### src/rtl/b5gc_pkg.sv
`default_nettype none
package b5gc_pkg;

	localparam int CACHE_SLOTS = 64;
	localparam int FONT_WORDS  = 65536;

	localparam int SLOT_W  = $clog2(CACHE_SLOTS);
	localparam int SLOT_XW = (SLOT_W > 6) ? SLOT_W : 6;
	localparam int FONT_AW = $clog2(FONT_WORDS);
	localparam int GSTORE_AW = SLOT_W + 2;
	localparam logic [20:0] FONT_BYTE_LIMIT = 21'(FONT_WORDS * 8);

	localparam logic MODE_RESOLVE = 1'b0;
	localparam logic MODE_LOAD    = 1'b1;

	localparam logic [1:0] ST_HIT    = 2'd0;
	localparam logic [1:0] ST_FILLED = 2'd1;
	localparam logic [1:0] ST_BADCODE = 2'd2;
	localparam logic [1:0] ST_BEYOND = 2'd3;

	localparam logic [7:0] LEAD_MIN     = 8'hA1;
	localparam logic [7:0] TRAIL_LO_MIN = 8'h40;
	localparam logic [7:0] TRAIL_LO_MAX = 8'h7E;
	localparam logic [7:0] TRAIL_HI_MIN = 8'hA1;
	localparam logic [7:0] TRAIL_HI_MAX = 8'hFE;
	localparam logic [7:0] TRAIL_HI_OFF = 8'h62;
	localparam logic [14:0] GLYPHS_PER_ROW = 15'd157;
	localparam logic [19:0] GLYPH_BYTES = 20'd32;

	typedef struct packed {
		logic        mode;
		logic [15:0] char_code;
		logic [15:0] load_word_address;
		logic [63:0] load_word_data;
	} in_beat_t;

	typedef struct packed {
		logic [1:0]  status;
		logic [5:0]  slot;
		logic [63:0] glyph_word;
		logic [1:0]  word_number;
		logic        last;
	} out_beat_t;

	typedef struct packed {
		logic [15:0] code;
		logic        fill;
	} cell_ctl_t;

	typedef struct packed {
		logic        bad;
		logic        beyond;
		logic [15:0] base;
	} idx_t;

	function automatic logic [5:0] slot6(input logic [SLOT_W-1:0] idx);
		logic [SLOT_XW-1:0] tmp;
		tmp = SLOT_XW'(idx);
		return tmp[5:0];
	endfunction

endpackage
`default_nettype wire

### src/rtl/b5gc_hit_encoder.sv
`default_nettype none
module b5gc_hit_encoder (
	input  wire logic                             clk,
	input  wire logic                             arst_n,
	input  wire logic [b5gc_pkg::CACHE_SLOTS-1:0] match,
	output logic                                  hit,
	output logic [b5gc_pkg::SLOT_W-1:0]           slot
);

	localparam int GRP = 16;
	localparam int NG  = (b5gc_pkg::CACHE_SLOTS + GRP - 1) / GRP;
	localparam int PW  = NG * GRP;

	logic [PW-1:0]  pad;
	logic [NG-1:0]  any_s1;
	logic [3:0]     low_s1 [NG];
	logic [NG-1:0]  any_c;
	logic [3:0]     low_c [NG];
	logic           hit_q;
	logic [b5gc_pkg::SLOT_W-1:0] slot_q;
	logic           hit_c;
	logic [b5gc_pkg::SLOT_W-1:0] slot_c;

	assign pad = PW'(match);

	always_comb begin
		for (int g = 0; g < NG; g++) begin
			any_c[g] = |pad[g*GRP +: GRP];
			low_c[g] = 4'd0;
			for (int b = GRP - 1; b >= 0; b--) begin
				if (pad[g*GRP + b]) begin
					low_c[g] = 4'(b);
				end
			end
		end
	end

	always_ff @(posedge clk or negedge arst_n) begin
		if (!arst_n) begin
			any_s1 <= '0;
		end else begin
			any_s1 <= any_c;
		end
	end

	always_ff @(posedge clk) begin
		for (int g = 0; g < NG; g++) begin
			low_s1[g] <= low_c[g];
		end
	end

	always_comb begin
		hit_c  = 1'b0;
		slot_c = '0;
		for (int g = NG - 1; g >= 0; g--) begin
			if (any_s1[g]) begin
				hit_c  = 1'b1;
				slot_c = b5gc_pkg::SLOT_W'(g * GRP + int'(low_s1[g]));
			end
		end
	end

	always_ff @(posedge clk or negedge arst_n) begin
		if (!arst_n) begin
			hit_q <= 1'b0;
		end else begin
			hit_q <= hit_c;
		end
	end

	always_ff @(posedge clk) begin
		slot_q <= slot_c;
	end

	assign hit  = hit_q;
	assign slot = slot_q;

endmodule
`default_nettype wire

### config.mk
export PLATFORM = sky130hd
export DESIGN_NAME = b5gc_hit_encoder
export DESIGN_NICKNAME = d
export VERILOG_FILES = /design/src/rtl/b5gc_pkg.sv /design/src/rtl/b5gc_hit_encoder.sv
export SDC_FILE = /design/constraint.sdc
export NUM_CORES = 1
export LEC_CHECK = 0
export BUFFER_PORTS_ARGS = -buffer_cell sky130_fd_sc_hd__buf_4
export CAP_MARGIN = 5
export CORE_AREA = 2 2 73 47
export CTS_CLUSTER_DIAMETER = 200
export DETAILED_ROUTE_END_ITERATION = 8
export DIE_AREA = 0 0 75 49
export PLACE_DENSITY_LB_ADDON = 0.2
export SYNTH_ARGS = -nofsm -noshare
export SYNTH_HDL_FRONTEND = slang
export SYNTH_SLANG_ARGS = --single-unit
### constraint.sdc
create_clock -name clk -period 2.9 [get_ports clk]
set_input_delay 0.58 -clock clk [delete_from_list [all_inputs] [get_ports clk]]
set_output_delay 0.58 -clock clk [all_outputs]
set_load 0.005 [all_outputs]
; Yosys cells after proc, flatten, opt, wreduce, memory -nomap -nowiden
; Memory sizes are Yosys's and may differ from the RTL's.
; Index checks and enable logic that the tools add are counted.
[classes]
muxes = 72
reduce_logical = 4
addsub = 3
[ops]
columns = op, count
row1 = $mux W4, 65
row2 = $reduce_or A16 Y1, 4
row3 = $mux W6, 3
row4 = $add A6 B4 Y6 const A, 2
row5 = $add A5 B4 Y6 const A, 1
row6 = $mux W1, 4
[word_totals]
output_inout_bits = 7
ram_bits = 16
n_memories = 1
ff_bits = 11
[memory_table]
columns = memory, words, word_bits, rd, rd_clocked_by_memory_dff, wr, line_no
row1 = low_s1, 4, 4, 4, 0, 4, b5gc_hit_encoder.sv:16  ; logic [3:0] low_s1 [NG];

; Depth between registers and ports, before layout
[depth]
word_depth = 16
mapped_depth = 4
ltp_nobuf = 4

; Worst setup path after synthesis
; No wires, ideal clock.
[synth_timing]
path_kind = input -> register
start = in match[30] in the netlist's numbering
end = mem low_s1[1][0]
arrival_ps = 1112
path_slack_ps = 1713
cell_stages = 4
required_time_ps = 2825
cell_sequence = nand2b_1 a221oi_1 nor4_1 o22ai_1
[synth_rtl]
columns = item, line_no
row1 = start: declaration, b5gc_hit_encoder.sv:5  ; input wire logic [b5gc_pkg::CACHE_SLOTS-1:0] match,
row2 = end: declaration, b5gc_hit_encoder.sv:16

; Final worst setup path
[layout_timing]
start = reg hit_q, in the netlist hit
end = out hit
[layout_rtl]
columns = item, line_no
row1 = start: declaration, b5gc_hit_encoder.sv:19  ; logic hit_q;
row2 = start signal: assignment, b5gc_hit_encoder.sv:67  ; hit_q <= hit_c;
row3 = end: declaration, b5gc_hit_encoder.sv:6  ; output logic hit,
; No word-level cell between the ends.

==> results_dict.tcl <==
set metrics [dict create \
    ys_types 24 \
    netlist_instances 186 \
    die-area_sq_um 3680 \
    drcViolationCount 0 \
    synthArstFlopShare_pct 18.5 \
    yosysSeqAreaShare_pct 40.3 \
    critPathLaunchType "flop" \
    antenna_cells 0 \
    crit_arrival_ns 0.76 \
    floorplan.rows 16 \
    tns_ns 0 \
    ant_nets 0 \
    required_ns 2.32 \
    wirelength_mm 3.35 \
    core-area_sq_um 3060 \
    io_buffers 72 \
    mostFrequentLayoutCell "buf_4" \
    synth.area.top_cells "dfxtp_1 31%, nor2_1 11%, dfrtp_1 8.9%" \
    ff2ff_setup_slack_ns 1.69 \
    cts_tree "built" \
    synth_top_cell_by_area "dfxtp_1" \
    grt_overflow 0 \
    path_delay_family "flip-flops" \
    clkTransAtPathRegs_ns 0.08 \
    final_cells 305 \
    clock-sinks 27 \
    die_h_um 49 \
    path_class "reg -> out" \
    cts_hold_buf 0 \
    wl_per_cell_um 11.0 \
    drt_iter0_markers 136 \
    critPathMaxFanout 1 \
    synth.avg_cell_area_sq_um 7.54 \
    fin_nets 327 \
    hold_violations 0 \
    grt_start_max_net_pins 15 \
    numCtsBuffers 3 \
    post-cts-setup-buffers 0 \
    drtPass1Iterations 4 \
    skew_ns 0.00329 \
    syn-cell-area_sq_um 1400 \
    dp.cells 301 \
    clk_latency_ns 0.26 \
    yosysTopAreaCellShare_pct 31.4 \
    io_pins 73 \
    drv_cap 0 \
    dp_hpwl_mm 2.86 \
    cts-root-buf "clkbuf_8" \
    cp_num_buf_inv 1 \
    period_needed_ns 1.34 \
    ys.flop_type "dfxtp_1" \
    grt_pass1_wl_mm 5.58 \
    setup_viol 0 \
    synth_fp_nets 252 \
    finalCritPeriodShare_pct 46.3 \
    drive_above_1_share_pct 30.8 \
    synth_warnings 0 \
    slowest_stage "dfrtp_1" \
    htreeDepth 1 \
    crit_chain "buf_4" \
    ys_ff_latch 27 \
    slew_headroom_pct 77.9 \
    layout_common_cells "72 x buf_4, 40 x nor2_1, 27 x nand2_1" \
    antenna_found_initial 0 \
    max_freq_ghz 0.744 \
    cts_buffer_depth 2 \
    vias 1538 \
    worst_pin_slew_ns 0.329 \
    p_leak_nw 0.881 \
    grt_pass1_vias 1321 \
    cts_resized 0 \
    max_stage_delay_ns 0.37 \
    place.gp.congestion 0.810 \
    hp-class "in -> async" \
    p_per_area_nw_per_um2 364 \
    peakVddDrop_uv 196 \
    synth_edf_count 0 \
    routed_via_density 5.04 \
    run_status "finished, final reports clean" \
    nFillCells 260 \
    grt.total_usage_pct 19.1 \
    synthToLayoutAreaGrowth_pct 45.1 \
    initial_core_util_pct 45.8 \
    rsz0062_at_grt "false" \
    slew_violations 0 \
    end_kind "primary output" \
    die_w_um 75 \
]
## logic make-up after synthesis
kind of cell	share of synthesized area, %
AND/OR/NAND/NOR	35.7
AO/OA/AOI/OAI	20.2
flip-flops	40.3
buffers and inverters	3.84
## metrics by stage
step / hold WS, ns / util, % / total power [mW] / setup WS, ns / instance area [sq um]
finish: 0.102 / 66.5 / 0.740 / 1.56 / 2040
global route: 0.0923 / 66.5 / 0.776 / 1.52 / 2040
CTS: 0.0985 / 66.5 / 0.745 / 1.55 / 2040
detailed placement: 0.389 / 65.0 / 0.549 / 1.48 / 1990
global placement: 0.388 / 65.0 / 0.546 / 1.51 / 1990
floorplan: 0.284 / - / 0.445 / 1.71 / 1400
## flip-flops by register name, summed over array words and instances (netlist names)
signal and cells:
slot 6, low_s1 16, hit 1, any_s1 4
## synthesized netlist by cell type, types with 4 or more instances
cell type  instances
nor3b_1            4
a221oi_1           6
nand4_1            4
dfrtp_1            5
inv_1             12
o22ai_1            4
nand2_1           27
nor2_1            40
nand3_1            6
nor3_1             5
dfxtp_1           22
a21oi_1           14
o21ai_0            6
a31oi_1            4
nor2b_1            5
o31ai_1            8
## report_power, final
group | switching [mW] | internal [mW]
sequential | 0.00379 | 0.384
clock | 0.101 | 0.0981
combinational | 0.0686 | 0.0849
total | 0.174 | 0.567
## per-layer routing
layer  routed length [um]  track usage (%)  up-vias
li1                     -                -      806
met4                   27             3.57        0
met1                 1760             30.1      675
met2                 1330             25.9       53
met3                  230             5.17        4
met5                    0                0        -
## path summary, 6_finish.rpt
path | end | depth (start not counted) | from
max in group asynchronous | any_s1[3]$_DFF_PN0_ | 1 | arst_n
min reg2reg | slot[1]$_DFF_P_ | 2 | low_s1[0][1]$_SDFF_PP0_
min | any_s1[2]$_DFF_PN0_ | 1 | arst_n
min in group clk | slot[1]$_DFF_P_ | 2 | low_s1[0][1]$_SDFF_PP0_
max reg2reg | slot[3]$_DFF_P_ | 3 | any_s1[2]$_DFF_PN0_
max | hit | 1 | hit$_DFF_PN0_
## area by class of cell
class / instances / area, sq um / share of cell area (%)
multi-input combinational: 145 / 783 / 38.5
sequential: 27 / 566 / 27.8
timing repair buffer: 72 / 541 / 26.6
tap: 45 / 56.3 / 2.77
clock buffer: 4 / 45.0 / 2.21
inverter: 12 / 45.0 / 2.21
(Power assumes the default switching activity.)
