===== config.mk =====
export PLATFORM = sky130hd
export DESIGN_NAME = b5gc_index_calc
export DESIGN_NICKNAME = d
export VERILOG_FILES = /design/src/rtl/b5gc_pkg.sv /design/src/rtl/b5gc_index_calc.sv
export SDC_FILE = /design/constraint.sdc
export NUM_CORES = 1
export LEC_CHECK = 0
export BUFFER_PORTS_ARGS = -buffer_cell sky130_fd_sc_hd__buf_2
export CAP_MARGIN = 0
export CORE_MARGIN = 5
export CORE_UTILIZATION = 25
export DETAILED_ROUTE_END_ITERATION = 10
export MAX_ROUTING_LAYER = met4
export SLEW_MARGIN = 0
export SYNTH_ARGS = -nofsm -noshare
export SYNTH_HDL_FRONTEND = slang
export SYNTH_SLANG_ARGS = --single-unit

===== constraint.sdc =====
create_clock -name clk -period 3.7 [get_ports clk]
set_input_delay 0.74 -clock clk [delete_from_list [all_inputs] [get_ports clk]]
set_output_delay 0.74 -clock clk [all_outputs]
set_load 0.005 [all_outputs]

===== src/rtl/b5gc_pkg.sv =====
`default_nettype none
package b5gc_pkg;

	localparam int CACHE_SLOTS = 64;
	localparam int FONT_WORDS  = 65536;

	localparam int SLOT_W  = $clog2(CACHE_SLOTS);
	localparam int SLOT_XW = (SLOT_W > 6) ? SLOT_W : 6;
	localparam int FONT_AW = $clog2(FONT_WORDS);
	localparam int GSTORE_AW = SLOT_W + 2;
	localparam logic [20:0] FONT_BYTE_LIMIT = 21'(FONT_WORDS * 8);

	localparam logic MODE_RESOLVE = 1'b0;
	localparam logic MODE_LOAD    = 1'b1;

	localparam logic [1:0] ST_HIT    = 2'd0;
	localparam logic [1:0] ST_FILLED = 2'd1;
	localparam logic [1:0] ST_BADCODE = 2'd2;
	localparam logic [1:0] ST_BEYOND = 2'd3;

	localparam logic [7:0] LEAD_MIN     = 8'hA1;
	localparam logic [7:0] TRAIL_LO_MIN = 8'h40;
	localparam logic [7:0] TRAIL_LO_MAX = 8'h7E;
	localparam logic [7:0] TRAIL_HI_MIN = 8'hA1;
	localparam logic [7:0] TRAIL_HI_MAX = 8'hFE;
	localparam logic [7:0] TRAIL_HI_OFF = 8'h62;
	localparam logic [14:0] GLYPHS_PER_ROW = 15'd157;
	localparam logic [19:0] GLYPH_BYTES = 20'd32;

	typedef struct packed {
		logic        mode;
		logic [15:0] char_code;
		logic [15:0] load_word_address;
		logic [63:0] load_word_data;
	} in_beat_t;

	typedef struct packed {
		logic [1:0]  status;
		logic [5:0]  slot;
		logic [63:0] glyph_word;
		logic [1:0]  word_number;
		logic        last;
	} out_beat_t;

	typedef struct packed {
		logic [15:0] code;
		logic        fill;
	} cell_ctl_t;

	typedef struct packed {
		logic        bad;
		logic        beyond;
		logic [15:0] base;
	} idx_t;

	function automatic logic [5:0] slot6(input logic [SLOT_W-1:0] idx);
		logic [SLOT_XW-1:0] tmp;
		tmp = SLOT_XW'(idx);
		return tmp[5:0];
	endfunction

endpackage
`default_nettype wire


===== src/rtl/b5gc_index_calc.sv =====
`default_nettype none
module b5gc_index_calc (
	input  wire logic        clk,
	input  wire logic [15:0] code,
	input  wire logic [19:0] font_len,
	output b5gc_pkg::idx_t   idx
);

	logic [7:0]  lead;
	logic [7:0]  trail;
	logic        t_lo;
	logic        t_hi;
	logic        bad_s1;
	logic [6:0]  lead_off_s1;
	logic [7:0]  trail_idx_s1;
	logic        bad_s2;
	logic [14:0] gidx_s2;
	logic [19:0] end_bytes;
	b5gc_pkg::idx_t idx_s3;

	assign lead  = code[15:8];
	assign trail = code[7:0];
	assign t_lo  = (trail >= b5gc_pkg::TRAIL_LO_MIN) && (trail <= b5gc_pkg::TRAIL_LO_MAX);
	assign t_hi  = (trail >= b5gc_pkg::TRAIL_HI_MIN) && (trail <= b5gc_pkg::TRAIL_HI_MAX);

	always_ff @(posedge clk) begin
		bad_s1       <= (lead < b5gc_pkg::LEAD_MIN) || !(t_lo || t_hi);
		lead_off_s1  <= 7'(lead - b5gc_pkg::LEAD_MIN);
		trail_idx_s1 <= t_lo ? (trail - b5gc_pkg::TRAIL_LO_MIN)
		                     : (trail - b5gc_pkg::TRAIL_HI_OFF);
		bad_s2       <= bad_s1;
		gidx_s2      <= 15'(15'(lead_off_s1) * b5gc_pkg::GLYPHS_PER_ROW)
		                + 15'(trail_idx_s1);
	end

	assign end_bytes = {gidx_s2, 5'b0} + b5gc_pkg::GLYPH_BYTES;

	always_ff @(posedge clk) begin
		idx_s3.bad    <= bad_s2;
		idx_s3.beyond <= ({1'b0, end_bytes} > {1'b0, font_len})
		                 || ({1'b0, end_bytes} > b5gc_pkg::FONT_BYTE_LIMIT);
		idx_s3.base   <= 16'({gidx_s2, 2'b00});
	end

	assign idx = idx_s3;

endmodule
`default_nettype wire


==> After elaboration in Yosys (flattened, before gate mapping) <==
Cells that the tools add are included.
{ "word_totals": {"in_bits": 37, "out_inout_bits": 18, "ff_bits": 48} }
{ "classes": {"addsub": 5, "reduce_logical": 6, "multipliers": 1, "mux": 1, "n_lt_le_gt_ge": 7} }
{ "ops": {"columns": ["op", "count"], "rows": [
  ["$add 20x6->20 const B", 1],
  ["$gt 20x20->1", 1],
  ["$gt 20x20->1 const B", 1],
  ["$sub 8x7->8 const B", 2],
  ["$add 15x8->15", 1],
  ["$mul 7x8->15 const B", 1],
  ["$ge 8x7->1 const B", 1],
  ["$ge 8x8->1 const B", 1],
  ["$le 8x7->1 const B", 1],
  ["$le 8x8->1 const B", 1],
  ["$lt 8x8->1 const B", 1],
  ["$mux 8", 1],
  ["$sub 7x6->7 const B", 1],
  ["$logic_or 1x1->1", 3],
  ["$logic_and 1x1->1", 2],
  ["$logic_not 1->1", 1]
]} }

==> Logic depth before layout (Yosys ltp) <==
Gate-level depths: netlist of run 1.
{ "depth": {"ltp_word": 5, "depth_mapped": 15, "ltp_nobuf": 15} }

==> Worst setup path before layout of run 1 <==
OpenSTA, ideal clock, no wires.
{ "synth_timing": {"path_kind": "register -> register", "startpoint": "register lead_off_s1[2]", "endpoint": "register gidx_s2[12]", "path_buffers": 0, "synth_period_minus_slack_ps": 3548, "setup_ps": 72, "t_arrival_ps": 3476, "stages_incl_launch_ff": 13, "required_time_ps": 3628, "setup_slack_ps": 152, "cell_sequence": "dfxtp_1 fa_1 ha_1 inv_1 fa_1 fa_1 inv_1 ha_1 a211oi_1 o21ai_0 a31o_2 a21oi_1 xnor2_1"} }
{ "synth_between": {"elab_chain_len": 2} }
{ "synth_lines": {"columns": ["item", "line", "text"], "rows": [
  ["start: declaration", "b5gc_index_calc.sv:14", "logic [6:0] lead_off_s1;"],
  ["start signal: assignment", "b5gc_index_calc.sv:28", "lead_off_s1 <= 7'(lead - b5gc_pkg::LEAD_MIN);"],
  ["$mul 7x8->15", "b5gc_index_calc.sv:32", "gidx_s2 <= 15'(15'(lead_off_s1) * b5gc_pkg::GLYPHS_PER_ROW)"],
  ["$add 15x8->15", "b5gc_index_calc.sv:33", "+ 15'(trail_idx_s1);"],
  ["end signal: assignment", "b5gc_index_calc.sv:32", null],
  ["end: declaration", "b5gc_index_calc.sv:17", "logic [14:0] gidx_s2;"]
]} }
Every way passes these cells.

==> Worst setup path in the final report of run 1 <==
{ "layout_timing": {"startpoint": "register lead_off_s1[4]", "endpoint": "register gidx_s2[11]"} }
The elaborated chain is that of the path after synthesis.

==> results.ini, run 1 <==
[run_status]
status=completed

[yosys]
synth.distinct_cells=43
synth.top_cells.by_count=inv_1 (73), ha_1 (67), dfxtp_1 (48)
synth_area_mm2=0.003542
ys.warnings.count=0
synthMostInstantiatedCell=inv_1
netlist_instances=382
synth_top_cell_area_share_pct=27.13
synth_flop_cell=dfxtp_1
synthTopCellsByArea=dfxtp_1 (27%), ha_1 (24%), fa_1 (9.6%)
synth_edf_count=0
async_reset_ff_share_pct=0
ys_seq_elements=48
yosysSeqAreaShare_pct=27.13
synth_top_cell_by_area=dfxtp_1
syn_avg_cell_area_um2=9.273

[layout]
multi_input_area_mm2=0.002349
drive_gt1_share_pct=19.69
register_area_um2=965.9
fill_cells=1448
syn2layout_area_growth_pct=21.19
n_antenna_cell=0
final_nets=567
postLayoutCellArea_mm2=0.004293
postLayoutCoreUtil_pct=30.93

[critical_path]
startpoint=lead_off_s1[4]$_DFF_P_
path_max_fanout=5
cp-start-kind=flip-flop
crit_type=flip-flop to flip-flop
cp.required_ps=3920
end_kind=flip-flop
r2r_start=lead_off_s1[4]$_DFF_P_
rr_worst_depth=15
cp.arrival_ps=3800

[global_route]
first_global_vias=2690
gr-total-overflow=0
grt_max_degree=16
grt_pass1_wl_mm=11.99
grt_usage_pct=8.904
antenna_found_initial=0

[placed_design]
port_buffers=52
place_area_mm2=0.004070
place_congestion=0.8428
dp_hpwl_mm=5.873

[sta]
finClkSkew_ps=6.598
fin_crit_sh_pct=96.65
setup_viol=0
fin_crit_ps=3576
holdWs_ps=327.0
hold_viol_final=0
max_freq_mhz=279.6
drv_slew=0

[min_path]
worstHoldStart=bad_s2$_DFF_P_
whs_path_depth=0
hp-class=flip-flop to flip-flop

[cts]
cts_setup_buffers=0
cts_root_buffer=clkbuf_16
clk_pin_slew_ps=70
clock_path_buffers=2
clk-insertion-delay-late_ps=290
clock-sinks=48
htree_levels=2
cts_made_buffers=5
cts_tree=built

[run]
cap_viol_max_count=0

[pwr]
leakagePower_nw=2.194
p_int_w=0.001896
p_seq_share_pct=27.2
irDropWorstVdd_mv=0.4085
comb_power_share_pct=59.1
power.share.switching_pct=41.25
pwr-share-clk_pct=13.7
powerDensity_mw_per_mm2=751.9
p_sw_w=0.001331

[die]
initial_core_util_pct=25.52
ioPinCount=55
fp.dieH_um=129.0
placementRows=43
die_x_um=129.0
die_area_mm2=0.01665
core-area_mm2=0.01388

[routing]
wl_mm=6.909
postRouteAntennaNets=0
firstDrtPassIters=4
drc=0
drt_iter0_markers=88
wire_per_inst_um=11.02
vias=2602
via_per_inst=4.150

## routing by layer
layer	vias to the layer above	wire, um	track usage [%]
met5	-	0	-
met4	0	85	2.038
met3	9	467	2.308
met2	62	2955	14.02
met1	1134	3401	11.52
li1	1397	-	-
## repair_timing
action,CTS,global route
pin swaps,0,3
hold buffers,0,0
endpoints found under the setup margin,1,6
gates resized for setup,1,19
## through the flow
stage	setup TNS, ps	setup slack [ps]	power [W]	std cells
after floorplan	0	152.3	0.002093	383
after global placement	0	74.80	0.002523	619
after detailed placement	-24.37	-24.37	0.002567	619
after CTS	0	14.16	0.003034	627
after global routing	-62.01	-62.01	0.003576	627
final	0	124.1	0.003228	627
## critical path, stage by stage (launching register included)
cell and delay (ps):
dfxtp_2 350, ha_1 280, inv_1 50, fa_1 490, inv_1 50, fa_1 520
inv_1 50, fa_1 520, inv_1 60, ha_4 170, nor3_1 280, o21ai_2 130
a31oi_4 180, o21bai_1 90, a21oi_1 160, xnor2_1 130
## power by group through the flow
stage               sequential [W]  combinational (W)  clock [W]
finish                    0.000879            0.00191   0.000441
floorplan                 0.000842            0.00125          0
CTS                       0.000882            0.00170   0.000449
global route              0.000910            0.00219   0.000475
detailed placement        0.000894            0.00167          0
global placement          0.000889            0.00163          0
## kinds of logic (layout without fill, tap and decap cells)
kind of cell,after synthesis,after routing,synth area share (%)
flip-flops,48,48,27.13
XOR/XNOR,33,33,8.159
multiplexers,2,2,0.5652
adder cells (fa/ha/maj),84,84,33.27
AND/OR/NAND/NOR,77,77,11.45
other,1,2,0.1059
AO/OA/AOI/OAI,58,58,10.56
buffers and inverters,79,143,8.760
## state kept, by name, summed over array words and instances, names as in the netlist
name,count
idx,16
gidx_s2,15
trail_idx_s1,8
lead_off_s1,7
bad_s1,1
bad_s2,1
## area by class of cell
class	count	share of cell area [%]
Tap cell	180	5.246
Clock inverter	3	0.4372
Timing Repair Buffer	62	7.811
Multi-Input combinational cell	256	54.71
Sequential cell	48	22.50
Clock buffer	5	2.915
Inverter	73	6.383
## layout by cell type (no fill, tap or decap), types with 4 or more instances in the layout
cell	instances
nor3_1	8
o211ai_1	6
dfxtp_2	4
nand2_1	18
dfxtp_1	44
fa_1	17
clkbuf_16	5
xnor2_1	22
xor2_1	11
nand4_1	8
a21o_1	8
buf_2	52
nor2_1	12
a21oi_1	15
ha_1	64
inv_1	73
nand3_1	12
o21ai_0	5
buf_4	10
## final timing paths
path                              end  slack (ps)
setup / recovery  gidx_s2[11]$_DFF_P_         120
hold / removal        idx[17]$_DFF_P_         330
setup reg to reg  gidx_s2[11]$_DFF_P_         120
hold reg to reg       idx[17]$_DFF_P_         330
(Power assumes the default switching activity.)
==> run 2: changes to the inputs <==
--- a/config.mk
+++ b/config.mk
@@ -7,6 +7,7 @@
 export LEC_CHECK = 0
 export BUFFER_PORTS_ARGS = -buffer_cell sky130_fd_sc_hd__buf_2
 export CAP_MARGIN = 0
+export CORE_ASPECT_RATIO = 2
 export CORE_MARGIN = 5
 export CORE_UTILIZATION = 25
 export DETAILED_ROUTE_END_ITERATION = 10
@@ -15,3 +16,4 @@
 export SYNTH_ARGS = -nofsm -noshare
 export SYNTH_HDL_FRONTEND = slang
 export SYNTH_SLANG_ARGS = --single-unit
+export TNS_END_PERCENT = 30
==> run 2 against run 1 <==
Effect of this change: setup slack improved by 12 ps; clock skew decreased by 3.6 ps; highest routed layer unchanged; global-route usage increased by 0.42 points; critical path type unchanged; register-to-register slack about the same; combinational power increased by 2%.
==> results.ini, run 2 (same netlist as run 1, synthesis figures left out) <==
[run_status]
status=completed  ; unchanged

[layout]
final_cell_mix=inv_1 (73), ha_1 (64), buf_2 (52), dfxtp_1 (43), xnor2_1 (22)  ; was inv_1 (73), ha_1 (64), buf_2 (52), dfxtp_1 (44), xnor2_1 (22)
final_common_cell=inv_1  ; unchanged
drive_gt1_share_pct=19.91  ; was 19.69%
syn2layout_area_growth_pct=22.39  ; was 21.19%
multi_input_area_mm2=0.002359  ; was 0.002349 mm2
fill_cells=1476  ; was 1448
register_area_um2=967.2  ; was 965.9 um2
n_antenna_cell=0  ; unchanged
largest_register_ffs=16  ; unchanged
layout.cells.non_filler=636  ; was 627
final_nets=567  ; unchanged

[pwr]
irDropWorstVdd_mv=0.3232  ; was 0.4085 mV
leakagePower_nw=2.204  ; was 2.194 nW
powerDensity_mw_per_mm2=768.2  ; was 751.9 mW/mm2

[critical_path]
slowest_delay_ps=540  ; was 520 ps
cp.arrival_ps=3780  ; was 3800 ps
path_cells=buf_4 > fa_1 > inv_1 > fa_1 > inv_1 > ha_1 > inv_1 > fa_1 > inv_1 > ha_4 > nor3_4 > o21ai_1 > a31o_2 > a21oi_2 > xnor2_1  ; was ha_1 > inv_1 > fa_1 > inv_1 > fa_1 > inv_1 > fa_1 > inv_1 > ha_4 > nor3_1 > o21ai_2 > a31oi_4 > o21bai_1 > a21oi_1 > xnor2_1
crit_type=flip-flop to flip-flop  ; unchanged
slowest_stage=fa_1  ; unchanged
cp-start-kind=flip-flop  ; unchanged
startpoint=lead_off_s1[4]$_DFF_P_  ; unchanged
path_max_fanout=4  ; was 5
path_common_cell=inv_1  ; unchanged
r2r_start=lead_off_s1[4]$_DFF_P_  ; unchanged
cp.required_ps=3920  ; about the same
end_kind=flip-flop  ; unchanged
reg2reg_setup_slack_ps=140  ; was 120 ps

[cts]
clk-insertion-delay-late_ps=280  ; was 290 ps
cts_root_buffer=clkbuf_16  ; unchanged
clk_pin_slew_ps=60  ; was 70 ps
clock-sinks=48  ; unchanged
clock_path_buffers=2  ; unchanged
cts_tree=built  ; unchanged
htree_levels=2  ; unchanged
cts_made_buffers=5  ; unchanged

[routing]
postRouteAntennaNets=0  ; unchanged
wl_mm=7.104  ; was 6.909 mm
drc=0  ; unchanged
via_per_inst=4.248  ; was 4.150
wire_per_inst_um=11.17  ; was 11.02 um
vias=2702  ; was 2602
drt_iter0_markers=38  ; was 88
firstDrtPassIters=6  ; was 4

[sta]
max_freq_mhz=280.6  ; was 279.6 MHz
rsz0062_at_grt=yes
setup_viol=0  ; unchanged
fin_crit_ps=3564  ; was 3576 ps
finClkSkew_ps=2.955  ; was 6.598 ps
fin_ws_ps=135.9  ; was 124.1 ps
fin_crit_sh_pct=96.33  ; was 96.65%
hold_viol_final=0  ; unchanged
holdWs_ps=325.9  ; was 327.0 ps
timing.setup.tns_ps=0  ; unchanged
drv_slew=0  ; unchanged

[die]
ioPinCount=55  ; unchanged
die_x_um=94.17  ; was 129.0 um
placementRows=61  ; was 43
fp.dieH_um=178.3  ; was 129.0 um
die_area_mm2=0.01679  ; was 0.01665 mm2
initial_core_util_pct=25.50  ; was 25.52%
core-area_mm2=0.01389  ; was 0.01388 mm2

[min_path]
hp-class=flip-flop to flip-flop  ; unchanged
worstHoldStart=bad_s2$_DFF_P_  ; unchanged

[global_route]
antenna_found_initial=0  ; unchanged
first_global_vias=2777  ; was 2690
gr-total-overflow=0  ; unchanged
grt_usage_pct=9.322  ; was 8.904%
grt_max_degree=15  ; was 16
grt_pass1_wl_mm=12.22  ; was 11.99 mm

[placed_design]
post-place-ws_ps=-19.90  ; was -24.37 ps
dp_hpwl_mm=6.108  ; was 5.873 mm
port_buffers=52  ; unchanged
place_congestion=0.8349  ; was 0.8428
post-place-cells=627  ; was 619

[run]
cap_viol_max_count=0  ; unchanged

-- run 2: cell types whose count changed in the layout (fill, tap and decap cells not counted), sizes merged --
cell    before  now
clkinv       3    1
clkbuf       5    6
bufinv       0    1
-- run 2: worst paths after layout --
kind	to	cells past startpoint
max	gidx_s2[12]$_DFF_P_	15
min	idx[17]$_DFF_P_	0
max reg2reg	gidx_s2[12]$_DFF_P_	15
min reg2reg	idx[17]$_DFF_P_	0
-- run 2: final cells by class --
cell class              instances  share of cell area (%)
flip-flops and latches         48                   22.31
clock inverters                 2                  0.8081
multi-input cells             256                   54.40
repair buffers                 62                   7.734
clock buffers                   6                   2.973
inverters                      73                   6.320
well taps                     189                   5.455
-- run 2: critical path: cells and delay by family, from the launching register on --
family | cells | cell delay [ps]
compound gates | 3 | 500
fa+ha+maj | 5 | 2020
buf+inv | 5 | 350
xor+xnor | 1 | 120
simple gates | 1 | 170
flops | 1 | 340
-- run 2: timing repair --
| item | 4_1_cts | 5_1_grt |
|---|---|---|
| setup buffers | 0 | 1 |
| hold endpoints to repair | 0 | 0 |
| endpoints found under the setup margin | 4 | 4 |
| pin swaps | 0 | 3 |
| hold buffers | 0 | 0 |
| resized for setup | 7 | 15 |
-- run 2: per-layer routing --
layer  part of all wire [%]  wire length [um]  vias to the layer above  GRT usage (%)
met3                    4.5               320                        9          1.393
met4                    1.4                99                        0          2.170
met1                     37              2621                     1230          9.032
met5                      0                 0                        -              -
met2                     57              4062                       63          18.74
li1                       -                 -                     1400              -
-- run 2: report_power, final --
group          leakage, nW  switching [W]  internal (W)
Combinational         1.72       0.000975      0.000971
Sequential           0.404       0.000168      0.000714
Clock               0.0808       0.000185      0.000318
Total                 2.20        0.00133       0.00200
-- run 2: metrics by stage --
stage,cell area (um2),util (%),total power (W)
3_3_place_gp,4074,29.33,0.002522
6_report,4335,31.21,0.003331
3_5_place_dp,4074,29.33,0.002571
4_1_cts,4262,30.68,0.003192
5_1_grt,4335,31.21,0.003677
2_1_floorplan,3546,-,0.002093
==> run 3: changes to the inputs <==
--- a/config.mk
+++ b/config.mk
@@ -12,6 +12,8 @@
 export CORE_UTILIZATION = 25
 export DETAILED_ROUTE_END_ITERATION = 10
 export MAX_ROUTING_LAYER = met4
+export PLACE_DENSITY_LB_ADDON = 0.15
+export SETUP_SLACK_MARGIN = 0.3
 export SLEW_MARGIN = 0
 export SYNTH_ARGS = -nofsm -noshare
 export SYNTH_HDL_FRONTEND = slang
==> run 3 against run 2 <==
Effect of this change: clock skew grew 1.2 ps; register-to-register slack better by 190 ps; via count is 1.5% lower; wire length up 7.7%; die area unchanged; critical path depth is 2 lower; first-iteration DRC count rose by 39%; clock power decreased by 7.4%; core utilization grew 0.77 points; design area is 2.5% higher; critical path type unchanged; largest cell class unchanged.
==> results.ini, run 3 (same netlist as run 1, synthesis figures left out) <==
[placed_design]
place_congestion=0.7513  ; was 0.8349
port_buffers=52  ; unchanged
place_area_mm2=0.004083  ; was 0.004074 mm2
dp_hpwl_mm=6.596  ; was 6.108 mm

[critical_path]
end_kind=flip-flop  ; unchanged
path_common_cell=fa_1  ; was inv_1
path_cells=fa_1 > ha_1 > fa_1 > inv_1 > fa_1 > inv_1 > ha_4 > o21ai_4 > buf_4 > o21ai_2 > a31o_2 > a21oi_2 > xnor2_1  ; was buf_4 > fa_1 > inv_1 > fa_1 > inv_1 > ha_1 > inv_1 > fa_1 > inv_1 > ha_4 > nor3_4 > o21ai_1 > a31o_2 > a21oi_2 > xnor2_1
r2r_start=lead_off_s1[1]$_DFF_P_  ; was lead_off_s1[4]$_DFF_P_
cp.arrival_ps=3590  ; was 3780 ps
cp.required_ps=3920  ; about the same
slowest_delay_ps=520  ; was 540 ps
startpoint=lead_off_s1[1]$_DFF_P_  ; was lead_off_s1[4]$_DFF_P_
crit_type=flip-flop to flip-flop  ; unchanged
slowest_stage=fa_1  ; unchanged
path_max_fanout=4  ; unchanged
cp-start-kind=flip-flop  ; unchanged

[routing]
drt_iter0_markers=53  ; was 38
vias=2662  ; was 2702
wire_per_inst_um=11.97  ; was 11.17 um
via_per_inst=4.166  ; was 4.248
postRouteAntennaNets=0  ; unchanged
wl_mm=7.648  ; was 7.104 mm
drc=0  ; unchanged
firstDrtPassIters=4  ; was 6

[cts]
clk-insertion-delay-late_ps=290  ; was 280 ps
cts_made_buffers=5  ; unchanged
clock_path_buffers=2  ; unchanged
cts_tree=built  ; unchanged
cts_root_buffer=clkbuf_16  ; unchanged
clock-sinks=48  ; unchanged
htree_levels=2  ; unchanged
clk_pin_slew_ps=60  ; about the same
cts_hold_buf=0  ; unchanged

[layout]
final_nets=570  ; was 567
largest_register_ffs=16  ; unchanged
drive_gt1_share_pct=23.56  ; was 19.91%
n_antenna_cell=0  ; unchanged
syn2layout_area_growth_pct=25.43  ; was 22.39%
fill_cells=1532  ; was 1476
final_common_cell=inv_1  ; unchanged
postLayoutCellArea_mm2=0.004443  ; was 0.004335 mm2
final_cell_mix=inv_1 (71), ha_1 (60), buf_2 (52), dfxtp_1 (41), xnor2_1 (22)  ; was inv_1 (73), ha_1 (64), buf_2 (52), dfxtp_1 (43), xnor2_1 (22)

[die]
initial_core_util_pct=25.50  ; unchanged
die_x_um=94.17  ; unchanged
placementRows=61  ; unchanged
core-area_mm2=0.01389  ; unchanged
ioPinCount=55  ; unchanged
fp.dieH_um=178.3  ; unchanged
die_area_mm2=0.01679  ; unchanged

[sta]
timing.setup.tns_ps=0  ; unchanged
fin_crit_ps=3369  ; was 3564 ps
hold_viol_final=0  ; unchanged
setup_viol=0  ; unchanged
rsz0062_at_grt=yes  ; unchanged
finClkSkew_ps=4.169  ; was 2.955 ps
max_freq_mhz=296.8  ; was 280.6 MHz
fin_crit_sh_pct=91.07  ; was 96.33%
drv_slew=0  ; unchanged

[global_route]
grt_use_met1_pct=8.968  ; was 9.032%
grt_busiest_layer=met2  ; unchanged
antenna_found_initial=0  ; unchanged
use_met3_pct=1.477  ; was 1.393%
grt_usage_pct=10.35  ; was 9.322%
grt_max_degree=16  ; was 15
gr-total-overflow=0  ; unchanged
first_global_vias=2870  ; was 2777
grtUsageMet2_pct=21.65  ; was 18.74%
grt_pass1_wl_mm=13.15  ; was 12.22 mm

[min_path]
hp-class=flip-flop to flip-flop  ; unchanged
worstHoldStart=bad_s1$_DFF_P_  ; was bad_s2$_DFF_P_

[run_status]
status=completed  ; unchanged

[pwr]
irDropWorstVdd_mv=0.2732  ; was 0.3232 mV
leakagePower_nw=2.213  ; was 2.204 nW
powerDensity_mw_per_mm2=781.1  ; was 768.2 mW/mm2

[run]
cap_viol_max_count=0  ; unchanged

[run 3: cell count changes in the layout (fill, tap and decap cells not counted), sizes merged]
cell      delta
bufinv       -1
buf          +3
clkinvlp     +2
clkinv       -1
[run 3: report_power, final]
group / total [W] / internal [W] / switching, W
registers: 0.000881 / 0.000714 / 0.000167
clock network: 0.000465 / 0.000269 / 0.000196
logic: 0.00213 / 0.00108 / 0.00104
total: 0.00347 / 0.00206 / 0.00141
[run 3: layer usage]
layer	vias to the layer above	share of wire, %
li1	1402	-
met4	0	1.5
met2	49	62
met1	1205	33
met5	-	0
met3	6	3.7
[run 3: area by class of cell]
| type | instances | area (um2) | area share, % |
|---|---|---|---|
| clock inverters | 2 | 15.01 | 0.3379 |
| well taps | 189 | 236.5 | 5.322 |
| multi-input cells | 256 | 2444 | 55.00 |
| flip-flops and latches | 48 | 977.2 | 21.99 |
| clock buffers | 6 | 138.9 | 3.126 |
| repair buffers | 65 | 357.8 | 8.054 |
| inverters | 73 | 274.0 | 6.167 |
[run 3: worst max-delay path: cells and delay by family (launching register included)]
family	cells	cell delay (ps)
AO/OA/AOI/OAI	4	580
XOR/XNOR	1	120
adder cells (fa/ha/maj)	5	2010
buffers and inverters	3	240
flip-flops	1	360
[run 3: final timing paths]
kind / end / slack [ps] / depth (start not counted)
min: bad_s2$_DFF_P_ / 330 / 0
min reg2reg: bad_s2$_DFF_P_ / 330 / 0
max reg2reg: gidx_s2[12]$_DFF_P_ / 330 / 13
max: gidx_s2[12]$_DFF_P_ / 330 / 13
[run 3: timing repair]
action                                  in CTS  in global routing
setup buffers                                4                  3
pin swaps                                   14                 15
endpoints found under the hold margin        0                  0
endpoints found under the setup margin       6                  6
resized for setup                           24                  6
gates cloned                                 0                  0
[run 3: per-stage QoR]
stage                     setup slack, ps  util, %  std cells  hold WS, ps  power [W]
after detailed placement            32.57    29.39        624        313.8   0.002659
final                               330.6    31.99        639        326.1   0.003470
after floorplan                     296.8        -        383        309.6   0.002175
after global routing                172.3    31.99        639        347.0   0.003833
after CTS                           260.1    31.60        636        329.6   0.003444
after global placement              67.49    29.39        624        312.9   0.002651
